**config.mk**
```make
export PLATFORM = sky130hd
export DESIGN_NAME = foreign_device_table_top_flat
export DESIGN_NICKNAME = d
export VERILOG_FILES = /design/src/sv/fdt_pkg.sv /design/src/sv/fdt_req_if.sv /design/src/sv/fdt_rsp_if.sv /design/src/sv/fdt_ram.sv /design/src/sv/fdt_ctrl.sv /design/src/sv/foreign_device_table_top.sv /design/src/flat_wrapper.sv
export SDC_FILE = /design/constraint.sdc
export NUM_CORES = 2
export LEC_CHECK = 0
export BUFFER_PORTS_ARGS = -buffer_cell sky130_fd_sc_hd__buf_2
export CAP_MARGIN = 20
export CORE_ASPECT_RATIO = 0.5
export CORE_MARGIN = 5
export CORE_UTILIZATION = 50
export DETAILED_ROUTE_END_ITERATION = 8
export PLACE_DENSITY_LB_ADDON = 0.08
export SYNTH_ARGS = -nofsm -noshare
export SYNTH_HDL_FRONTEND = slang
export SYNTH_SLANG_ARGS = --single-unit
```
**constraint.sdc**
```tcl
create_clock -name i_clk -period 9.9 [get_ports i_clk]
set_input_delay 2.97 -clock i_clk [delete_from_list [all_inputs] [get_ports i_clk]]
set_output_delay 2.97 -clock i_clk [all_outputs]
set_load 0.005 [all_outputs]
```
**src/sv/fdt_pkg.sv**
```systemverilog
// Shared types and codes of the foreign device table.
// Used by the table RAM, the sequencer, the top level and the testbench.
package fdt_pkg;

    typedef enum logic [1:0] {
        CMD_REGISTER = 2'd0,
        CMD_TICK     = 2'd1,
        CMD_DELETE   = 2'd2,
        CMD_READ     = 2'd3
    } t_cmd;

    localparam logic [1:0] ST_OK          = 2'd0;
    localparam logic [1:0] ST_FULL        = 2'd1;
    localparam logic [1:0] ST_UNSUPPORTED = 2'd2;
    localparam logic [1:0] ST_NOT_FOUND   = 2'd3;

    localparam logic CFG_FD_SUPPORT = 1'b0;
    localparam logic CFG_TTL_GRACE  = 1'b1;

    localparam logic [7:0] TTL_GRACE_RESET = 8'd30;

    typedef struct packed {
        logic [31:0] ip;
        logic [15:0] port;
        logic [15:0] ttl;
        logic [16:0] remaining;
    } t_entry;

    typedef struct packed {
        logic       we;
        t_entry     wdata;
    } t_ram_wr;

    typedef struct packed {
        logic       fd_support;
        logic [7:0] ttl_grace;
    } t_cfg;

endpackage

```
**src/sv/fdt_req_if.sv**
```systemverilog
// Request channel of the foreign device table.
// Depends on nothing.
interface fdt_req_if;
    logic        valid;
    logic        ready;
    logic [1:0]  cmd;
    logic [31:0] ip_address;
    logic [15:0] udp_port;
    logic [15:0] time_to_live;
    logic [3:0]  entry_index;

    modport source (output valid, output cmd, output ip_address, output udp_port,
                    output time_to_live, output entry_index, input ready);
    modport sink (input valid, input cmd, input ip_address, input udp_port,
                  input time_to_live, input entry_index, output ready);
endinterface

```
**src/sv/fdt_rsp_if.sv**
```systemverilog
// Result channel of the foreign device table.
// Depends on nothing.
interface fdt_rsp_if;
    logic        valid;
    logic        ready;
    logic [1:0]  status;
    logic [4:0]  entry_count;
    logic        entry_valid;
    logic [31:0] entry_ip;
    logic [15:0] entry_port;
    logic [15:0] entry_ttl;
    logic [16:0] entry_remaining;

    modport source (output valid, output status, output entry_count, output entry_valid,
                    output entry_ip, output entry_port, output entry_ttl,
                    output entry_remaining, input ready);
    modport sink (input valid, input status, input entry_count, input entry_valid,
                  input entry_ip, input entry_port, input entry_ttl,
                  input entry_remaining, output ready);
endinterface

```
**src/sv/fdt_ram.sv**
```systemverilog
// Entry storage: one write port, one registered read port.
// Depends on fdt_pkg.
module fdt_ram #(
    parameter int DEPTH = 16,
    parameter int AW    = 4
) (
    input  logic            i_clk,
    input  fdt_pkg::t_ram_wr i_wr,
    input  logic [AW-1:0]   i_waddr,
    input  logic            i_re,
    input  logic [AW-1:0]   i_raddr,
    output fdt_pkg::t_entry o_rdata
);

    fdt_pkg::t_entry r_mem [DEPTH];
    fdt_pkg::t_entry r_rdata;

    always_ff @(posedge i_clk) begin
        if (i_wr.we) begin
            r_mem[i_waddr] <= i_wr.wdata;
        end
        if (i_re) begin
            r_rdata <= r_mem[i_raddr];
        end
    end

    assign o_rdata = r_rdata;

endmodule

```
**src/sv/fdt_ctrl.sv**
```systemverilog
// Sequencer: walks the table one entry at a time through the RAM port,
// with one shared adder and one address/port comparator. Depends on fdt_pkg.
module fdt_ctrl #(
    parameter int MAX_ENTRIES = 16,
    parameter int AW          = 4,
    parameter int CW          = 5
) (
    input  logic             i_clk,
    input  logic             i_rst_n,
    fdt_req_if.sink          i_req,
    fdt_rsp_if.source        o_rsp,
    input  fdt_pkg::t_cfg    i_cfg,
    output fdt_pkg::t_ram_wr o_wr,
    output logic [AW-1:0]    o_waddr,
    output logic             o_re,
    output logic [AW-1:0]    o_raddr,
    input  fdt_pkg::t_entry  i_rdata
);

    localparam int IW = (CW > 4) ? CW : 4;

    typedef enum logic [3:0] {
        S_IDLE = 4'b0001,
        S_SCAN = 4'b0010,
        S_EVAL = 4'b0100,
        S_DONE = 4'b1000
    } t_state;

    t_state          r_state, n_state;
    fdt_pkg::t_cmd   r_cmd, n_cmd;
    logic [31:0]     r_ip, n_ip;
    logic [15:0]     r_port, n_port;
    logic [15:0]     r_ttl, n_ttl;
    logic [CW-1:0]   r_ptr, n_ptr;
    logic [CW-1:0]   r_wr_ptr, n_wr_ptr;
    logic            r_shift, n_shift;
    logic [CW-1:0]   r_count, n_count;
    logic [1:0]      r_status, n_status;
    logic            r_hit, n_hit;
    fdt_pkg::t_entry r_entry, n_entry;
    logic            r_out_valid, n_out_valid;
    logic [1:0]      r_out_status, n_out_status;
    logic [4:0]      r_out_count, n_out_count;
    logic            r_out_hit, n_out_hit;
    fdt_pkg::t_entry r_out_entry, n_out_entry;

    logic [16:0]     add_a, add_b, add_sum;
    logic            match;
    logic            alive;
    logic [CW-1:0]   ptr_inc, ptr_dec;
    logic [IW-1:0]   idx_ext, cnt_ext;
    logic            accept;

    assign match   = (i_rdata.ip == r_ip) && (i_rdata.port == r_port);
    assign alive   = i_rdata.remaining > 17'd1;
    assign add_a   = (r_cmd == fdt_pkg::CMD_TICK) ? i_rdata.remaining : {1'b0, r_ttl};
    assign add_b   = (r_cmd == fdt_pkg::CMD_TICK) ? '1 : {9'd0, i_cfg.ttl_grace};
    assign add_sum = add_a + add_b;
    assign ptr_inc = r_ptr + CW'(1);
    assign ptr_dec = r_ptr - CW'(1);
    assign idx_ext = IW'(i_req.entry_index);
    assign cnt_ext = IW'(r_count);
    assign accept  = i_req.valid && i_req.ready;

    assign i_req.ready = (r_state == S_IDLE);

    always_comb begin
        n_state      = r_state;
        n_cmd        = r_cmd;
        n_ip         = r_ip;
        n_port       = r_port;
        n_ttl        = r_ttl;
        n_ptr        = r_ptr;
        n_wr_ptr     = r_wr_ptr;
        n_shift      = r_shift;
        n_count      = r_count;
        n_status     = r_status;
        n_hit        = r_hit;
        n_entry      = r_entry;
        n_out_valid  = r_out_valid && !o_rsp.ready;
        n_out_status = r_out_status;
        n_out_count  = r_out_count;
        n_out_hit    = r_out_hit;
        n_out_entry  = r_out_entry;
        o_wr.we      = 1'b0;
        o_wr.wdata   = i_rdata;
        o_waddr      = r_ptr[AW-1:0];
        o_re         = 1'b0;
        o_raddr      = r_ptr[AW-1:0];

        unique case (r_state)
            S_IDLE: begin
                if (accept) begin
                    n_cmd    = fdt_pkg::t_cmd'(i_req.cmd);
                    n_ip     = i_req.ip_address;
                    n_port   = i_req.udp_port;
                    n_ttl    = i_req.time_to_live;
                    n_ptr    = '0;
                    n_wr_ptr = '0;
                    n_shift  = 1'b0;
                    n_status = fdt_pkg::ST_OK;
                    n_hit    = 1'b0;
                    n_entry  = '0;
                    n_state  = S_SCAN;
                    case (fdt_pkg::t_cmd'(i_req.cmd))
                        fdt_pkg::CMD_REGISTER: begin
                            if (!i_cfg.fd_support) begin
                                n_status = fdt_pkg::ST_UNSUPPORTED;
                                n_state  = S_DONE;
                            end else if (r_count >= CW'(MAX_ENTRIES)) begin
                                n_status = fdt_pkg::ST_FULL;
                                n_state  = S_DONE;
                            end
                        end
                        fdt_pkg::CMD_READ: begin
                            if (idx_ext < cnt_ext) begin
                                n_ptr = idx_ext[CW-1:0];
                            end else begin
                                n_status = fdt_pkg::ST_NOT_FOUND;
                                n_state  = S_DONE;
                            end
                        end
                        default: begin
                        end
                    endcase
                end
            end
            S_SCAN: begin
                if (r_ptr < r_count) begin
                    o_re    = 1'b1;
                    n_state = S_EVAL;
                end else begin
                    n_state = S_DONE;
                    case (r_cmd)
                        fdt_pkg::CMD_REGISTER: begin
                            o_wr.we    = 1'b1;
                            o_wr.wdata = '{ip: r_ip, port: r_port, ttl: r_ttl,
                                           remaining: {1'b0, r_ttl}};
                            n_count    = r_count + CW'(1);
                        end
                        fdt_pkg::CMD_TICK: begin
                            n_count = r_wr_ptr;
                        end
                        fdt_pkg::CMD_DELETE: begin
                            if (r_shift) begin
                                n_count = r_count - CW'(1);
                            end else begin
                                n_status = fdt_pkg::ST_NOT_FOUND;
                            end
                        end
                        default: begin
                        end
                    endcase
                end
            end
            S_EVAL: begin
                n_ptr   = ptr_inc;
                n_state = S_SCAN;
                case (r_cmd)
                    fdt_pkg::CMD_REGISTER: begin
                        if (match) begin
                            o_wr.we    = 1'b1;
                            o_wr.wdata = '{ip: i_rdata.ip, port: i_rdata.port, ttl: r_ttl,
                                           remaining: add_sum};
                            n_state    = S_DONE;
                        end
                    end
                    fdt_pkg::CMD_TICK: begin
                        if (alive) begin
                            o_wr.we              = 1'b1;
                            o_wr.wdata.remaining = add_sum;
                            o_waddr              = r_wr_ptr[AW-1:0];
                            n_wr_ptr             = r_wr_ptr + CW'(1);
                        end
                    end
                    fdt_pkg::CMD_DELETE: begin
                        if (r_shift) begin
                            o_wr.we = 1'b1;
                            o_waddr = ptr_dec[AW-1:0];
                        end else if (match) begin
                            n_shift = 1'b1;
                        end
                    end
                    default: begin
                        n_hit   = 1'b1;
                        n_entry = i_rdata;
                        n_state = S_DONE;
                    end
                endcase
            end
            S_DONE: begin
                if (!r_out_valid || o_rsp.ready) begin
                    n_out_valid  = 1'b1;
                    n_out_status = r_status;
                    n_out_count  = 5'(r_count);
                    n_out_hit    = r_hit;
                    n_out_entry  = r_entry;
                    n_state      = S_IDLE;
                end
            end
            default: begin
                n_state = S_IDLE;
            end
        endcase
    end

    always_ff @(posedge i_clk) begin
        if (!i_rst_n) begin
            r_state     <= S_IDLE;
            r_count     <= '0;
            r_out_valid <= 1'b0;
        end else begin
            r_state     <= n_state;
            r_count     <= n_count;
            r_out_valid <= n_out_valid;
        end
    end

    always_ff @(posedge i_clk) begin
        r_cmd        <= n_cmd;
        r_ip         <= n_ip;
        r_port       <= n_port;
        r_ttl        <= n_ttl;
        r_ptr        <= n_ptr;
        r_wr_ptr     <= n_wr_ptr;
        r_shift      <= n_shift;
        r_status     <= n_status;
        r_hit        <= n_hit;
        r_entry      <= n_entry;
        r_out_status <= n_out_status;
        r_out_count  <= n_out_count;
        r_out_hit    <= n_out_hit;
        r_out_entry  <= n_out_entry;
    end

    assign o_rsp.valid           = r_out_valid;
    assign o_rsp.status          = r_out_status;
    assign o_rsp.entry_count     = r_out_count;
    assign o_rsp.entry_valid     = r_out_hit;
    assign o_rsp.entry_ip        = r_out_entry.ip;
    assign o_rsp.entry_port      = r_out_entry.port;
    assign o_rsp.entry_ttl       = r_out_entry.ttl;
    assign o_rsp.entry_remaining = r_out_entry.remaining;

    a_state_onehot: assert property (@(posedge i_clk) disable iff (!i_rst_n)
        $onehot(r_state))
        else $error("sequencer state not one-hot");

    a_count_bound: assert property (@(posedge i_clk) disable iff (!i_rst_n)
        r_count <= CW'(MAX_ENTRIES))
        else $error("entry count above table depth");

    a_compact_order: assert property (@(posedge i_clk) disable iff (!i_rst_n)
        (r_state == S_EVAL) |-> (r_wr_ptr <= r_ptr))
        else $error("compaction write pointer passed read pointer");

    a_write_in_walk: assert property (@(posedge i_clk) disable iff (!i_rst_n)
        o_wr.we |-> (r_state == S_SCAN || r_state == S_EVAL))
        else $error("table write outside a walk");

    a_busy_after_accept: assert property (@(posedge i_clk) disable iff (!i_rst_n)
        accept |=> !i_req.ready)
        else $error("request taken while previous one in flight");

endmodule

```
**src/sv/foreign_device_table_top.sv**
```systemverilog
// Top level of the foreign device table: configuration registers, table RAM
// and sequencer. Depends on fdt_pkg, fdt_req_if, fdt_rsp_if, fdt_ram, fdt_ctrl.
//
//   Channel  Dir  Handshake           Payload
//   i_req    in   valid/ready         cmd, ip_address, udp_port, time_to_live, entry_index
//   o_rsp    out  valid/ready         status, entry_count, entry_valid, entry_*
//   i_cfg_*  in   i_cfg_we, no wait   i_cfg_idx, i_cfg_wdata
//
// Register, tick and delete walk the table through the single RAM read port,
// passing S_SCAN then S_EVAL for each entry walked; read visits only its entry.
// A refused register or an out-of-range read goes from S_IDLE straight to S_DONE.
// Reset clears count, state, output valid and config; the RAM is written before read.
// A stalled result holds in the output register; the next request is taken meanwhile.
module foreign_device_table_top #(
    parameter int MAX_ENTRIES = 16
) (
    input  logic       i_clk,
    input  logic       i_rst_n,
    fdt_req_if.sink    i_req,
    fdt_rsp_if.source  o_rsp,
    input  logic       i_cfg_we,
    input  logic       i_cfg_idx,
    input  logic [7:0] i_cfg_wdata
);

    localparam int AW = (MAX_ENTRIES > 1) ? $clog2(MAX_ENTRIES) : 1;
    localparam int CW = $clog2(MAX_ENTRIES + 1);

    fdt_pkg::t_cfg    r_cfg;
    fdt_pkg::t_ram_wr wr;
    logic [AW-1:0]    waddr;
    logic             re;
    logic [AW-1:0]    raddr;
    fdt_pkg::t_entry  rdata;

    always_ff @(posedge i_clk) begin
        if (!i_rst_n) begin
            r_cfg.fd_support <= 1'b0;
            r_cfg.ttl_grace  <= fdt_pkg::TTL_GRACE_RESET;
        end else if (i_cfg_we) begin
            unique case (i_cfg_idx)
                fdt_pkg::CFG_FD_SUPPORT: r_cfg.fd_support <= i_cfg_wdata[0];
                fdt_pkg::CFG_TTL_GRACE:  r_cfg.ttl_grace  <= i_cfg_wdata;
                default: begin
                end
            endcase
        end
    end

    fdt_ram #(
        .DEPTH (MAX_ENTRIES),
        .AW    (AW)
    ) u_ram (
        .i_clk   (i_clk),
        .i_wr    (wr),
        .i_waddr (waddr),
        .i_re    (re),
        .i_raddr (raddr),
        .o_rdata (rdata)
    );

    fdt_ctrl #(
        .MAX_ENTRIES (MAX_ENTRIES),
        .AW          (AW),
        .CW          (CW)
    ) u_ctrl (
        .i_clk   (i_clk),
        .i_rst_n (i_rst_n),
        .i_req   (i_req),
        .o_rsp   (o_rsp),
        .i_cfg   (r_cfg),
        .o_wr    (wr),
        .o_waddr (waddr),
        .o_re    (re),
        .o_raddr (raddr),
        .i_rdata (rdata)
    );

endmodule

```
**src/flat_wrapper.sv**
```systemverilog
// flat-port wrapper written by rule: the top's interface ports become plain ports
module foreign_device_table_top_flat 
#(
    parameter int MAX_ENTRIES = 16
)
  (i_clk, i_rst_n, i_cfg_we, i_cfg_idx, i_cfg_wdata, i_req_valid, i_req_cmd, i_req_ip_address, i_req_udp_port, i_req_time_to_live, i_req_entry_index, i_req_ready, o_rsp_valid, o_rsp_status, o_rsp_entry_count, o_rsp_entry_valid, o_rsp_entry_ip, o_rsp_entry_port, o_rsp_entry_ttl, o_rsp_entry_remaining, o_rsp_ready);
  fdt_req_if i_req_i ();
  fdt_rsp_if o_rsp_i ();
  input  logic i_clk;
  input  logic i_rst_n;
  input  logic i_cfg_we;
  input  logic i_cfg_idx;
  input  logic [7:0] i_cfg_wdata;
  input wire logic [$bits(i_req_i.valid)-1:0] i_req_valid;
  input wire logic [$bits(i_req_i.cmd)-1:0] i_req_cmd;
  input wire logic [$bits(i_req_i.ip_address)-1:0] i_req_ip_address;
  input wire logic [$bits(i_req_i.udp_port)-1:0] i_req_udp_port;
  input wire logic [$bits(i_req_i.time_to_live)-1:0] i_req_time_to_live;
  input wire logic [$bits(i_req_i.entry_index)-1:0] i_req_entry_index;
  output wire logic [$bits(i_req_i.ready)-1:0] i_req_ready;
  output wire logic [$bits(o_rsp_i.valid)-1:0] o_rsp_valid;
  output wire logic [$bits(o_rsp_i.status)-1:0] o_rsp_status;
  output wire logic [$bits(o_rsp_i.entry_count)-1:0] o_rsp_entry_count;
  output wire logic [$bits(o_rsp_i.entry_valid)-1:0] o_rsp_entry_valid;
  output wire logic [$bits(o_rsp_i.entry_ip)-1:0] o_rsp_entry_ip;
  output wire logic [$bits(o_rsp_i.entry_port)-1:0] o_rsp_entry_port;
  output wire logic [$bits(o_rsp_i.entry_ttl)-1:0] o_rsp_entry_ttl;
  output wire logic [$bits(o_rsp_i.entry_remaining)-1:0] o_rsp_entry_remaining;
  input wire logic [$bits(o_rsp_i.ready)-1:0] o_rsp_ready;
  assign i_req_i.valid = i_req_valid;
  assign i_req_i.cmd = i_req_cmd;
  assign i_req_i.ip_address = i_req_ip_address;
  assign i_req_i.udp_port = i_req_udp_port;
  assign i_req_i.time_to_live = i_req_time_to_live;
  assign i_req_i.entry_index = i_req_entry_index;
  assign i_req_ready = i_req_i.ready;
  assign o_rsp_valid = o_rsp_i.valid;
  assign o_rsp_status = o_rsp_i.status;
  assign o_rsp_entry_count = o_rsp_i.entry_count;
  assign o_rsp_entry_valid = o_rsp_i.entry_valid;
  assign o_rsp_entry_ip = o_rsp_i.entry_ip;
  assign o_rsp_entry_port = o_rsp_i.entry_port;
  assign o_rsp_entry_ttl = o_rsp_i.entry_ttl;
  assign o_rsp_entry_remaining = o_rsp_i.entry_remaining;
  assign o_rsp_i.ready = o_rsp_ready;
  foreign_device_table_top #(.MAX_ENTRIES(MAX_ENTRIES)) u_core (.i_clk(i_clk), .i_rst_n(i_rst_n), .i_req(i_req_i), .o_rsp(o_rsp_i), .i_cfg_we(i_cfg_we), .i_cfg_idx(i_cfg_idx), .i_cfg_wdata(i_cfg_wdata));
endmodule
```
==> metrics.txt <==
status=complete, no violations; part of the power in the clock network=37.6%; top post-synthesis cells by area=edfxtp_1 (77%), mux4_2 (14%), nand2_1 (1.2%); Worst-Margin Slew=1.244 ns; Psw=3.174 mW; Post-CTS Resized=0; fmax=0.1774 GHz; Initial DRC Count=3495; CP endpoint kind=flip-flop; critical path peak fanout=55; Area Growth Syn to Fin=12.02%; share of post-route cells with drive strength above 1=27.48%; Final HPWL DP=89290 um; Routed WL per cell=31.35 um; Hold WS=0.4153 ns; number of distinct library cells after synthesis=71; Syn Inst Count=2956; Net count, final=3319; worst vdd ir=0.0001806 V; Slew Viols, Final=0; syn_area_per_cell=21.53 um2; ys flop type=edfxtp_1; hold crit path type=reg -> reg; DR DRC count=0; Vias=30280; Final Critical Period=5.636 ns; routed vias/inst=6.046; pwr dens=202.9 nW/um2; Tcrit/Tclk final=56.93%; RSZ-0062 raised after global routing=false; CTS Root Cell=clkbuf_16; Die H=262.3 um; Yosys top cell area share=76.78%; row cnt=92; Mapped Area=63630 um2; Worst setup SP type=flip-flop; Setup CP Type=reg -> reg; cell accounting for the most synthesized area=edfxtp_1; Switching Share=21.95%; first-pass GRT wire length=224900 um; core area=126200 um2; Post-Syn Nets=3070; Async SR Flop Fraction=0%; GP Congestion=0.8057; gr ovfl total=0; post-synthesis register bit count=1646; Final Hold Vio Count=0; setup TNS=0 ns; Routed Antenna Nets=0; GRT Util Overall=23.27%; Leak Pwr=22.64 nW; total clock buffers created by CTS=142; clock skew=0.03085 ns; Cell Int Power=11.29 mW; Skew-Pair Late Insertion Delay=0.75 ns; die area=134900 um2; largest net degree at the start of global routing=150; CP arrival=5.99 ns; initial antenna violation count=9; Worst-path clk slew=0.07 ns; synth warn=0; max-cap viol count=0; combinational fraction of design power=8.3%; post-synthesis sequential area ratio=77.38%; CTS tree=yes; Post-CTS Setup Inserts=0; Setup violations, final=0; Initial DRT Pass Iterations=6; vias in the first global route=30620; Seq pwr share=54.2%; CTS Sinks=1646; Port-buffer cells=174; WP data required=10.26 ns; H-tree depth=4; Util after Layout=56.50%; EDFF count, synth=1627; Worst slew margin=17.10%; Die Wd=514.5 um; Max clock buf depth=3; final WL=157000 um; cts hold-fix bufs=0; effective utilization at floorplan=50.44%; # IOs=175
## cells in the mapped netlist (all sizes together), types with 11 or more instances
| cell type | count |
|---|---|
| a21o | 11 |
| a21oi | 29 |
| a22oi | 13 |
| and2 | 88 |
| buf | 51 |
| clkbuf | 88 |
| dfxtp | 19 |
| edfxtp | 1627 |
| ha | 28 |
| inv | 32 |
| mux2 | 24 |
| mux4 | 405 |
| nand2 | 195 |
| nand3 | 15 |
| nand4 | 15 |
| nor2 | 57 |
| nor2b | 12 |
| nor3 | 15 |
| o21ai | 34 |
| or2 | 12 |
| xnor2 | 61 |
## cell usage in the layout, fill, tap and decap left out, drive strengths merged, types with 5 or more instances in the layout
cell,instances
a31oi,5
a21oi,29
a222oi,5
dfxtp,19
inv,35
xnor2,61
and2,88
or2,12
xor2,8
nand3b,6
o22ai,6
mux2,24
clkbuf,182
mux4,405
bufinv,9
o2111ai,5
ha,28
nor4,9
a22oi,13
o21ai,34
o211ai,5
edfxtp,1627
a221o,6
nor2,57
clkinv,54
nand3,15
a21o,11
nor2b,12
a211oi,8
nand2,195
nor3,15
buf,244
nand4,15
nand2b,8
## logic make-up (layout without fill, tap and decap cells)
| family | count (synthesis) | after routing | synth area share (%) |
|---|---|---|---|
| XOR/XNOR | 69 | 69 | 0.9497 |
| buffers and inverters | 172 | 528 | 1.062 |
| AND/OR/NAND/NOR | 447 | 447 | 3.443 |
| multiplexers | 433 | 433 | 14.82 |
| AO/OA/AOI/OAI | 159 | 159 | 1.730 |
| adder cells (fa/ha/maj) | 30 | 30 | 0.6135 |
| other | 0 | 4 | 0 |
| flip-flops | 1646 | 1646 | 77.38 |
## critical path, cell delays in order, from the launching register on
cell and delay, ns:
dfxtp_1 0.34, nor2_1 0.17, nand3b_1 0.10, buf_4 0.23, clkinv_2 0.50, buf_4 0.76, nand2_1 0.30, or3_1 0.41
a21oi_1 0.14, a221o_1 0.28, nand2_1 0.21, nor2_4 0.18, buf_4 0.61, buf_4 0.87
## metal layers
layer / up-vias / GRT usage [%] / share of wire [%]
met3: 180 / 4.838 / 7.0
li1: 12680 / - / -
met2: 1070 / 35.86 / 47
met4: 0 / 5.110 / 1.7
met1: 16350 / 34.88 / 44
met5: - / 0 / 0
## path summary, 6_finish.rpt
kind / start / end / slack [ns] / depth (start not counted)
worst min-delay path: u_core.u_ctrl.r_entry[14] / u_core.u_ctrl.o_rsp.entry_remaining[14] / 0.42 / 0
worst min register to register: u_core.u_ctrl.r_entry[14] / u_core.u_ctrl.o_rsp.entry_remaining[14] / 0.42 / 0
worst max register to register: u_core.u_ctrl.r_state[3] / u_core.u_ram.r_mem[7][51] / 4.26 / 13
worst max-delay path: u_core.u_ctrl.r_state[3] / u_core.u_ram.r_mem[7][51] / 4.26 / 13
## power by group through the flow
| stage | Combinational, mW | Sequential (mW) | Clock [mW] |
|---|---|---|---|
| finish | 1.20 | 7.83 | 5.44 |
| global route | 1.29 | 7.84 | 5.85 |
| CTS | 1.21 | 7.83 | 5.55 |
| detailed placement | 1.21 | 7.98 | 0 |
| global placement | 1.20 | 7.98 | 0 |
| floorplan | 0.851 | 7.96 | 0 |
## sequential cells by signal (all words and copies together) (netlist names), 2 cells and up
register / cells
u_core.r_cfg: 9
u_core.u_ctrl.cnt_ext: 5
u_core.u_ctrl.o_rsp.entry_count: 5
u_core.u_ctrl.o_rsp.entry_ip: 32
u_core.u_ctrl.o_rsp.entry_port: 16
u_core.u_ctrl.o_rsp.entry_remaining: 17
u_core.u_ctrl.o_rsp.entry_ttl: 16
u_core.u_ctrl.o_rsp.status: 2
u_core.u_ctrl.r_cmd: 2
u_core.u_ctrl.r_entry: 81
u_core.u_ctrl.r_ip: 32
u_core.u_ctrl.r_port: 16
u_core.u_ctrl.r_ptr: 5
u_core.u_ctrl.r_state: 4
u_core.u_ctrl.r_status: 2
u_core.u_ctrl.r_ttl: 16
u_core.u_ctrl.r_wr_ptr: 5
u_core.u_ram.o_rdata: 81
u_core.u_ram.r_mem: 1296
## cell type report
class	instances	area [um2]
diodes	4	10.01
clock buffers	182	3852
clock inverters	69	598.1
fillers	9444	54880
inverters	33	127.6
multi-input cells	1138	13860
flip-flops and latches	1646	49240
well taps	1692	2117
repair buffers	244	1476
## stage by stage
stage / area, um2 / worst slack (ns) / cells / total power, mW
after floorplan: 63630 / 1.621 / 2956 / 8.808
after global placement: 66790 / 4.333 / 4751 / 9.182
after detailed placement: 66790 / 4.267 / 4751 / 9.192
after CTS: 71240 / 4.249 / 5002 / 14.59
after global routing: 71270 / 3.890 / 5004 / 14.97
final: 71280 / 4.264 / 5008 / 14.46
(Power assumes the default switching activity.)
